**src/rtl/cbba_pkg.sv**
```systemverilog
`default_nettype none
package cbba_pkg;

    localparam logic [1:0] OP_FIND      = 2'd0;
    localparam logic [1:0] OP_MARK_USED = 2'd1;
    localparam logic [1:0] OP_MARK_FREE = 2'd2;

    typedef struct packed {
        logic [1:0] opcode;
        logic [7:0] block_index;
        logic [8:0] run_length;
    } t_in;

    typedef struct packed {
        logic       found;
        logic [7:0] start_block;
    } t_out;

    // shared control of the bitmap ring
    typedef struct packed {
        logic shift;
        logic wr_val;
    } t_cell_ctl;

    typedef enum logic [1:0] {
        S_IDLE,
        S_SCAN,
        S_DONE
    } t_state;

endpackage
`default_nettype wire

```
**src/rtl/contiguous_block_bitmap_allocator_top.sv**
```systemverilog
`default_nettype none
// First-fit contiguous block allocator. The free-space bitmap lives in a ring of
// NUM_BLOCKS one-bit cells; after reset blocks 0 and 1 are used and all others
// free. One request is handled at a time. A find request (opcode 0) rotates the
// ring one full turn, one bit per cycle past cell 0, counting free runs from
// FIRST_DATA_BLOCK upward, and returns the start of the first run of
// run_length free blocks (found 1) or found 0 / start 0 if none fits or the
// length is zero. Mark-used (1) and mark-free (2) write one cell directly and
// echo block_index; an index beyond the map gives found 0. Opcode 3 returns
// found 0, start 0. Results sit in an output register, so a result may wait
// on a stalled consumer while the next request goes in. start_block carries
// the low 8 bits of the run start.
module contiguous_block_bitmap_allocator_top #(
    parameter int NUM_BLOCKS       = 256,
    parameter int FIRST_DATA_BLOCK = 2
) (
    input  wire             i_clk,
    input  wire             i_rst_n,
    input  wire             i_in_valid,
    output logic            o_in_stall,
    input  cbba_pkg::t_in   i_in_data,
    output logic            o_out_valid,
    input  wire             i_out_stall,
    output cbba_pkg::t_out  o_out_data
);
    import cbba_pkg::*;

    localparam int IDX_W = $clog2(NUM_BLOCKS);
    localparam int SW    = IDX_W + 1;                     // run start, may reach NUM_BLOCKS
    localparam int CW    = (IDX_W + 1 > 9) ? IDX_W + 1 : 9; // run count vs. 9-bit length

    // fsm and datapath registers
    t_state           r_state, n_state;
    logic [IDX_W-1:0] r_step,  n_step;     // block number sitting in cell 0
    logic [CW-1:0]    r_cnt,   n_cnt;      // current free run length
    logic [SW-1:0]    r_start, n_start;    // start of current free run
    logic [8:0]       r_len,   n_len;      // requested length
    t_out             r_res,   n_res;      // pending result
    logic             r_out_valid, n_out_valid;
    t_out             r_out,   n_out;

    // fsm outputs
    logic      w_accept;
    logic      w_out_free;
    logic      w_out_load;
    t_cell_ctl w_ctl;

    // request decode
    logic                 w_is_mark;
    logic [IDX_W+7:0]     w_idx_ext;
    logic                 w_idx_ok;

    // ring taps
    logic [NUM_BLOCKS-1:0] w_used;
    logic [NUM_BLOCKS-1:0] w_we;

    // scan helpers
    logic [IDX_W+4:0] w_step_ext;
    logic             w_in_data_area;
    logic [CW-1:0]    w_cnt_inc;
    logic [SW+7:0]    w_start_ext;

    assign w_accept   = i_in_valid && !o_in_stall;
    assign w_out_free = !r_out_valid || !i_out_stall;

    assign w_is_mark = i_in_data.opcode inside {OP_MARK_USED, OP_MARK_FREE};
    assign w_idx_ext = {{IDX_W{1'b0}}, i_in_data.block_index};
    assign w_idx_ok  = w_idx_ext < (IDX_W + 8)'(NUM_BLOCKS);

    // ---------------------------------------------------------------
    // next state
    // ---------------------------------------------------------------
    always_comb begin
        n_state = r_state;
        case (r_state)
            S_IDLE: begin
                if (w_accept) begin
                    if (i_in_data.opcode == OP_FIND && i_in_data.run_length != 9'd0) begin
                        n_state = S_SCAN;
                    end else begin
                        n_state = S_DONE;
                    end
                end
            end
            S_SCAN: begin
                if (r_step == IDX_W'(NUM_BLOCKS - 1)) begin
                    n_state = S_DONE;
                end
            end
            S_DONE: begin
                if (w_out_free) begin
                    n_state = S_IDLE;
                end
            end
            default: n_state = S_IDLE;
        endcase
    end

    // ---------------------------------------------------------------
    // fsm outputs
    // ---------------------------------------------------------------
    always_comb begin
        o_in_stall   = 1'b1;
        w_ctl.shift  = 1'b0;
        w_ctl.wr_val = (i_in_data.opcode == OP_MARK_USED);
        w_out_load   = 1'b0;
        case (r_state)
            S_IDLE:  o_in_stall  = 1'b0;
            S_SCAN:  w_ctl.shift = 1'b1;
            S_DONE:  w_out_load  = w_out_free;
            default: o_in_stall  = 1'b1;
        endcase
    end

    // ---------------------------------------------------------------
    // bitmap ring: cell k takes cell k+1 on each scan cycle, so cell 0
    // shows block r_step; after a full turn the ring is back in place
    // ---------------------------------------------------------------
    for (genvar k = 0; k < NUM_BLOCKS; k++) begin : g_cell
        assign w_we[k] = w_accept && w_is_mark && w_idx_ok &&
                         (w_idx_ext[IDX_W-1:0] == IDX_W'(k));

        cbba_cell #(
            .RESET_USED (k < 2)
        ) u_cell (
            .i_clk      (i_clk),
            .i_rst_n    (i_rst_n),
            .i_ctl      (w_ctl),
            .i_we       (w_we[k]),
            .i_neighbor (w_used[(k + 1) % NUM_BLOCKS]),
            .o_used     (w_used[k])
        );
    end

    // ---------------------------------------------------------------
    // run counter
    // ---------------------------------------------------------------
    assign w_step_ext     = {5'd0, r_step};
    assign w_in_data_area = w_step_ext >= (IDX_W + 5)'(FIRST_DATA_BLOCK);
    assign w_cnt_inc      = r_cnt + CW'(1);
    assign w_start_ext    = {8'd0, r_start};

    always_comb begin
        n_step  = r_step;
        n_cnt   = r_cnt;
        n_start = r_start;
        n_len   = r_len;
        n_res   = r_res;

        if (w_accept) begin
            n_step  = '0;
            n_cnt   = '0;
            n_start = SW'(FIRST_DATA_BLOCK);
            n_len   = i_in_data.run_length;
            n_res   = '0;
            if (w_is_mark) begin
                n_res.start_block = i_in_data.block_index;
                n_res.found       = w_idx_ok;
            end
        end else if (w_ctl.shift) begin
            n_step = r_step + IDX_W'(1);
            // first hit wins; keep rotating to bring the ring home
            if (w_in_data_area && !r_res.found) begin
                if (!w_used[0]) begin
                    n_cnt = w_cnt_inc;
                    if (w_cnt_inc == CW'(r_len)) begin
                        n_res.found       = 1'b1;
                        n_res.start_block = w_start_ext[7:0];
                    end
                end else begin
                    n_cnt   = '0;
                    n_start = {1'b0, r_step} + SW'(1);
                end
            end
        end
    end

    // ---------------------------------------------------------------
    // output register
    // ---------------------------------------------------------------
    always_comb begin
        n_out_valid = r_out_valid;
        n_out       = r_out;
        if (w_out_load) begin
            n_out_valid = 1'b1;
            n_out       = r_res;
        end else if (r_out_valid && !i_out_stall) begin
            n_out_valid = 1'b0;
        end
    end

    always_ff @(posedge i_clk) begin
        if (!i_rst_n) begin
            r_state     <= S_IDLE;
            r_out_valid <= 1'b0;
        end else begin
            r_state     <= n_state;
            r_out_valid <= n_out_valid;
        end
    end

    always_ff @(posedge i_clk) begin
        r_step  <= n_step;
        r_cnt   <= n_cnt;
        r_start <= n_start;
        r_len   <= n_len;
        r_res   <= n_res;
        r_out   <= n_out;
    end

    assign o_out_valid = r_out_valid;
    assign o_out_data  = r_out;

endmodule
`default_nettype wire

```
**src/rtl/cbba_cell.sv**
```systemverilog
`default_nettype none
module cbba_cell #(
    parameter bit RESET_USED = 1'b0
) (
    input  wire                  i_clk,
    input  wire                  i_rst_n,
    input  cbba_pkg::t_cell_ctl  i_ctl,
    input  wire                  i_we,
    input  wire                  i_neighbor,
    output logic                 o_used
);
    import cbba_pkg::*;

    logic r_used;
    logic n_used;

    // rotation wins; writes only come while the ring is at rest
    always_comb begin
        n_used = r_used;
        if (i_ctl.shift) begin
            n_used = i_neighbor;
        end else if (i_we) begin
            n_used = i_ctl.wr_val;
        end
    end

    always_ff @(posedge i_clk) begin
        if (!i_rst_n) begin
            r_used <= RESET_USED;
        end else begin
            r_used <= n_used;
        end
    end

    assign o_used = r_used;

endmodule
`default_nettype wire

```
**config.mk**
```make
export PLATFORM = sky130hd
export DESIGN_NAME = contiguous_block_bitmap_allocator_top
export DESIGN_NICKNAME = d
export VERILOG_FILES = /design/src/rtl/cbba_pkg.sv /design/src/rtl/contiguous_block_bitmap_allocator_top.sv /design/src/rtl/cbba_cell.sv
export SDC_FILE = /design/constraint.sdc
export NUM_CORES = 1
export LEC_CHECK = 0
export ABC_AREA = 1
export BUFFER_PORTS_ARGS = -buffer_cell sky130_fd_sc_hd__buf_2
export CAP_MARGIN = 20
export CORE_AREA = 2 2 176 178
export DETAILED_ROUTE_END_ITERATION = 7
export DIE_AREA = 0 0 178 180
export PLACE_DENSITY = 0.71
export REMOVE_ABC_BUFFERS = 1
export SLEW_MARGIN = 30
export SYNTH_ARGS = -nofsm -noshare
export SYNTH_HDL_FRONTEND = slang
export SYNTH_SLANG_ARGS = --single-unit
```
**constraint.sdc**
```tcl
create_clock -name i_clk -period 3.1 [get_ports i_clk]
set_input_delay 0 -clock i_clk [delete_from_list [all_inputs] [get_ports i_clk]]
set_output_delay 0 -clock i_clk [all_outputs]
set_load 0.02 [all_outputs]
```
==> flow_metrics.py, run 1 <==
metrics = {
    "timing": {
        "slew_headroom_pct": 38.5,
        "min_period_ns": 2.48,
        "hold_slack_ns": -0.00299,
        "timing_hold_violations_final": 1,
        "fin_skew_ns": 0.0130,
        "finalMaxSlewViolations": 0,
        "setup_viol": 0,
        "layout_setup_ws_ns": 0.618,
        "period_share_pct": 80.1,
        "tightest_slew_ns": 0.920,
        "timing.fmax_ghz": 0.403,
        "rsz0062_at_grt": "false",
    },
    "detailed_routing": {
        "routed_wl_mm": 40.9,
        "num_vias": 15600,
        "drtIter0Drc": 1363,
        "wire_per_inst_um": 15.1,
        "first_pass_iters": 5,
        "postRouteAntennaNets": 0,
        "via_per_inst": 5.77,
        "drc": 0,
    },
    "synth": {
        "synth.distinct_cells": 35,
        "synth_top_area_share_pct": 34.6,
        "yosysMostFrequentCell": "nand2_1",
        "ys_top_cells_by_count": "nand2_1 (585), nor2_1 (301), dfxtp_1 (284), a21oi_1 (276), a211oi_1 (246)",
        "synth_fa_ha_area_share_pct": 0.380,
        "synth_compound_area_share_pct": 28.9,
        "syn_area_per_cell_um2": 6.88,
        "netlist_instances": 2391,
        "synth-seq-cells": 311,
        "synth.area.mux_share_pct": 0,
        "synth_top_family_by_area": "compound AO/OA/AOI/OAI gates",
        "netlist_area_um2": 16400,
        "ys.flop_type": "dfxtp_1",
        "synth_edf_count": 27,
        "synthSimpleGateAreaFrac_pct": 22.5,
        "synth.largest_area_cell": "dfxtp_1",
        "synth_area_leaders": "dfxtp_1 (35%), nand2_1 (13%), a211oi_1 (11%)",
        "synthArstFlopShare_pct": 0,
        "ys_warn_count": 0,
        "seq_area_frac_synth_pct": 39.5,
        "synth_xor_area_share_pct": 0.373,
    },
    "setup_path": {
        "cp_top_family": "simple AND/OR/NAND/NOR gates",
        "path_cells": "nor2_2 -> nand2_2 -> nor2_8 -> nand2_2 -> nor2_4 -> a21oi_1 -> o21ai_1 -> nor2_1",
        "cp-end-kind": "flip-flop",
        "crit_top_cell": "nand2_2",
        "path_max_fanout": 32,
        "critPathArrivalTime_ns": 2.87,
        "start_kind": "flip-flop",
        "path_buf_inv": 0,
        "rrSetupSlack_ns": 0.62,
        "max_stage_delay_ns": 0.69,
        "critical_path_class": "reg -> reg",
        "required_ns": 3.49,
        "crit_slowest_cell": "nor2_4",
    },
    "clocking": {
        "ctsResizeCount": 0,
        "root_buffer": "clkbuf_16",
        "clk_pin_slew_ns": 0.05,
        "numCtsBuffers": 36,
        "clock-sinks": 311,
        "insertion_delay_ns": 0.51,
        "postCtsSetupRepairBufs": 0,
        "ctsLongestPathBuffers": 3,
        "h-tree-depth": 2,
        "cts_hold_buf": 17,
        "cts_tree": "yes",
    },
    "final_layout": {
        "seqCellArea_um2": 6500,
        "layout-drive-gt1-share_pct": 7.56,
        "multi_input_area_um2": 8640,
        "nFillCells": 2784,
        "fin_util_pct": 59.3,
        "finalNetCount": 2320,
        "area_growth_pct": 8.79,
    },
    "place": {
        "dpl_worst_slack_ns": 0.709,
        "io_buffer_count": 33,
        "dp_hpwl_mm": 23.1,
        "gp_congestion": 0.831,
    },
    "global_routing": {
        "grt_pass1_vias": 14200,
        "antenna_found_initial": 1,
        "grt_max_degree": 138,
        "grt_pass1_wl_mm": 68.6,
        "grtUsageTotal_pct": 25.3,
        "grt_overflow": 0,
    },
    "power_and_ir_drop": {
        "powerDensity_nw_per_um2": 642,
        "power.leakage_nw": 7.23,
        "ir_drop_v": 0.000366,
    },
    "hold_path": {
        "hold_class": "in -> reg",
    },
    "floorplanning": {
        "fp.dieW_um": 178,
        "rows": 64,
        "dieArea_um2": 32000,
        "die_h_um": 180,
        "ioPinCount": 34,
        "start_util_pct": 54.5,
        "coreArea_um2": 30200,
    },
    "run": {
        "cap_violations": 0,
    },
    "outcome": {
        "violations": "negative hold slack",
        "status": "complete, but fails checks",
    },
}
## stage by stage
stage               std cells   TNS, ns  power (mW)  cell area [µm²]
finish                   2712         0        11.5            17900
global route             2712         0        12.2            17900
CTS                      2711         0        11.6            17900
detailed placement       2633         0        7.46            16600
global placement         2633         0        7.35            16600
floorplan                2151  -1165.58        7.40            15300
## flip-flops by register name (all words and copies together), names as in the netlist
register	cells
r_start	8
o_out_valid	1
g_cell.u_cell.o_used	256
r_res	9
r_len	9
o_out_data	9
r_step	8
r_cnt	9
r_state	2
## layout make-up
type,count,area share (%)
sequential,311,36.3
multi-input combinational,1775,48.3
inverter,65,1.41
timing repair buffer,103,4.97
tap,396,2.77
clock inverter,1,0.0420
clock buffer,60,6.22
antenna,1,0.0140
## cells by family after synthesis
kind of cell | Yosys count
buffers and inverters | 305
and+or+nand+nor | 942
xor gates and xnor gates | 7
DFF | 311
adders and majority gates | 5
AOI/OAI and AO/OA | 821
## cell usage in the layout (no fill, tap or decap), drive strengths merged
cell         Yosys  final
a21oi          276    276
o21ai          281    281
and2             4      4
a31oi            3      3
dfxtp          284    284
a211oi         246    246
o22ai            6      6
edfxtp          27     27
nand2          590    590
ha               5      5
buf            102     86
diode            0      1
o21a             1      1
nor3             2      2
a21o             1      1
dlygate4sd3      0     17
clkinvlp         0      1
nor2           318    318
clkbuf         138     60
inv             65     65
nand3b           2      2
o211ai           3      3
xnor2            1      1
o21bai           4      4
xor2             6      6
nand3           22     22
nand4            4      4
## power by group
part	switching (mW)	internal [mW]
sequential	0.305	4.66
clock	1.63	2.43
combinational	1.53	0.930
## worst register-to-register path: stages, from the launching register on
cell and delay (ns):
dfxtp_1 0.36, nor2_2 0.19, nand2_2 0.26, nor2_8 0.26
nand2_2 0.17, nor2_4 0.69, a21oi_1 0.19, o21ai_1 0.18
nor2_1 0.06
## worst paths after layout
kind                                 start                       end  cells past startpoint
worst max-delay path            r_state[0]  g_cell[61].u_cell.o_used                      8
worst min-delay path               i_rst_n  g_cell[88].u_cell.o_used                      3
worst max register to register  r_state[0]  g_cell[61].u_cell.o_used                      8
worst min register to register    r_res[4]             o_out_data[4]                      0
## metal layers
layer  vias up  GRT usage, %  wire, µm
met3        71          2.98      1900
met2       325          41.5     18700
met4         0          7.38       984
met5         -             0         0
met1      7341          35.0     19400
li1       7908             -         -
(Power assumes the default switching activity.)
==> run 2: changes to the inputs <==
==> constraint.sdc (replaced) <==
create_clock -name i_clk -period 2.4 [get_ports i_clk]
set_input_delay 0 -clock i_clk [delete_from_list [all_inputs] [get_ports i_clk]]
set_output_delay 0 -clock i_clk [all_outputs]
set_load 0.02 [all_outputs]
==> run 2 against run 1 <==
  * The run now ends clean
  * Largest cell class unchanged
  * Fmax is 25% higher
  * Critical path depth unchanged
  * Count of clock-buffer cells in the layout decreased by 7
  * Final area is 2.5% higher
  * Worst hold slack better by 0.030 ns
==> flow_metrics.py, run 2 (same netlist as run 1, synthesis figures left out) <==
metrics = {
    "outcome": {
        "status": "complete, no violations",
    },
    "detailed_routing": {
        "num_vias": 15800,
        "routed_wl_mm": 42.0,
        "via_per_inst": 5.77,
        "postRouteAntennaNets": 0,
        "wire_per_inst_um": 15.3,
        "drc": 0,
        "first_pass_iters": 5,
        "drtIter0Drc": 1206,
    },
    "run": {
        "cap_violations": 0,
    },
    "timing": {
        "setup_viol": 0,
        "rsz0062_at_grt": "false",
        "timing.fmax_ghz": 0.506,
        "setup_tns_ns": 0,
        "timing_hold_violations_final": 0,
        "min_period_ns": 1.98,
        "period_share_pct": 82.4,
        "finalMaxSlewViolations": 0,
        "slew_headroom_pct": 66.6,
        "tightest_slew_ns": 0.501,
        "fin_skew_ns": 0.0112,
    },
    "global_routing": {
        "grt_pass1_wl_mm": 69.3,
        "antenna_found_initial": 0,
        "grt_max_degree": 104,
        "grtUsageTotal_pct": 25.8,
        "grt_overflow": 0,
        "grt_pass1_vias": 14100,
    },
    "floorplanning": {
        "ioPinCount": 34,
        "die_h_um": 180,
        "dieArea_um2": 32000,
        "rows": 64,
        "fp.dieW_um": 178,
        "start_util_pct": 54.5,
        "coreArea_um2": 30200,
    },
    "clocking": {
        "clock-sinks": 311,
        "numCtsBuffers": 36,
        "cts_tree": "yes",
        "ctsResizeCount": 0,
        "h-tree-depth": 2,
        "root_buffer": "clkbuf_16",
        "ctsLongestPathBuffers": 3,
        "clk_pin_slew_ns": 0.06,
        "insertion_delay_ns": 0.50,
    },
    "final_layout": {
        "final_cell_mix": "nand2_1 (584), nor2_1 (284), dfxtp_1 (284)",
        "num_antenna_cells": 0,
        "final_area_um2": 18300,
        "layout-drive-gt1-share_pct": 8.74,
        "finalNetCount": 2350,
        "area_growth_pct": 11.5,
        "largest_register_ff_count": 256,
        "mostFrequentLayoutCell": "nand2_1",
    },
    "setup_path": {
        "cp_top_family": "buffers and inverters",
        "path_buf_inv": 3,
        "critical_path_class": "reg -> reg",
        "start_kind": "flip-flop",
        "crit_top_cell": "nand2_1",
        "path_max_fanout": 87,
        "required_ns": 2.78,
        "cp-end-kind": "flip-flop",
        "path_cells": "inv_1 -> nand2_1 -> buf_4 -> nand2_4 -> buf_12 -> nand2_1 -> o21ai_0 -> nor2_1",
        "max_stage_delay_ns": 0.37,
        "critPathArrivalTime_ns": 2.36,
        "crit_slowest_cell": "buf_12",
    },
    "place": {
        "dp_hpwl_mm": 23.9,
        "io_buffer_count": 33,
        "place_area_um2": 17000,
        "gp_congestion": 0.814,
    },
    "power_and_ir_drop": {
        "power.leakage_nw": 7.45,
        "power_mw": 15.0,
        "ir_drop_v": 0.000499,
        "powerDensity_nw_per_um2": 816,
    },
    "hold_path": {
        "hold_class": "in -> reg",
    },
}
==> run 2: cell types whose count changed in the layout (fill, tap and decap cells not counted), sizes merged <==
cell and change:
buf +28, clkbuf -7, clkinv +7, dlygate4sd3 +2, bufinv +1, clkinvlp -1, diode -1
==> run 2: where the power goes <==
group	switching [mW]	internal (mW)	total, mW
combinational	2.02	1.33	3.35
sequential	0.390	6.02	6.41
clock	2.10	3.11	5.20
==> run 2: repair_timing <==
action	in CTS	in global routing
hold buffers	19	0
setup buffers	0	0
endpoints found under the hold margin	78	0
==> run 2: path summary, 6_finish.rpt <==
check           startpoint                  endpoint  slack (ns)  cells after the start
max             r_state[1]  g_cell[64].u_cell.o_used        0.42                      8
min          i_in_data[14]                  r_res[5]        0.03                      3
max reg2reg     r_state[1]  g_cell[64].u_cell.o_used        0.42                      8
min reg2reg       r_res[6]             o_out_data[6]        0.42                      0
==> run 2: through the flow <==
step	utilization, %	setup WS, ns	instances	hold slack [ns]
after floorplan	-	-6.45	2151	0.0872
after global placement	56.4	0.491	2661	0.195
after detailed placement	56.4	0.440	2661	0.193
after CTS	60.7	0.429	2741	0.0135
after global routing	60.7	0.232	2741	0.0277
final	60.7	0.422	2741	0.0266
==> run 2: final cells by class <==
type	count	area, µm²
Clock buffer	53	1050
Clock inverter	8	63.8
Timing Repair Buffer	133	1350
Tap cell	396	495
Multi-Input combinational cell	1775	8640
Sequential cell	311	6500
Inverter	65	251
Fill cell	2698	11900
==> run 2: worst min-delay path, delay by kind of cell <==
kind | cells | cell delay [ns]
buffers and inverters | 2 | 0.23
AOI/OAI and AO/OA | 1 | 0.15
==> run 2: metal layers <==
layer	wire, µm	track usage [%]	part of all wire (%)	up-vias
met5	0	0	0	-
met4	940	6.82	2.2	0
met3	1930	3.13	4.6	68
met2	19800	43.6	47	369
met1	19300	34.8	46	7408
li1	-	-	-	7976
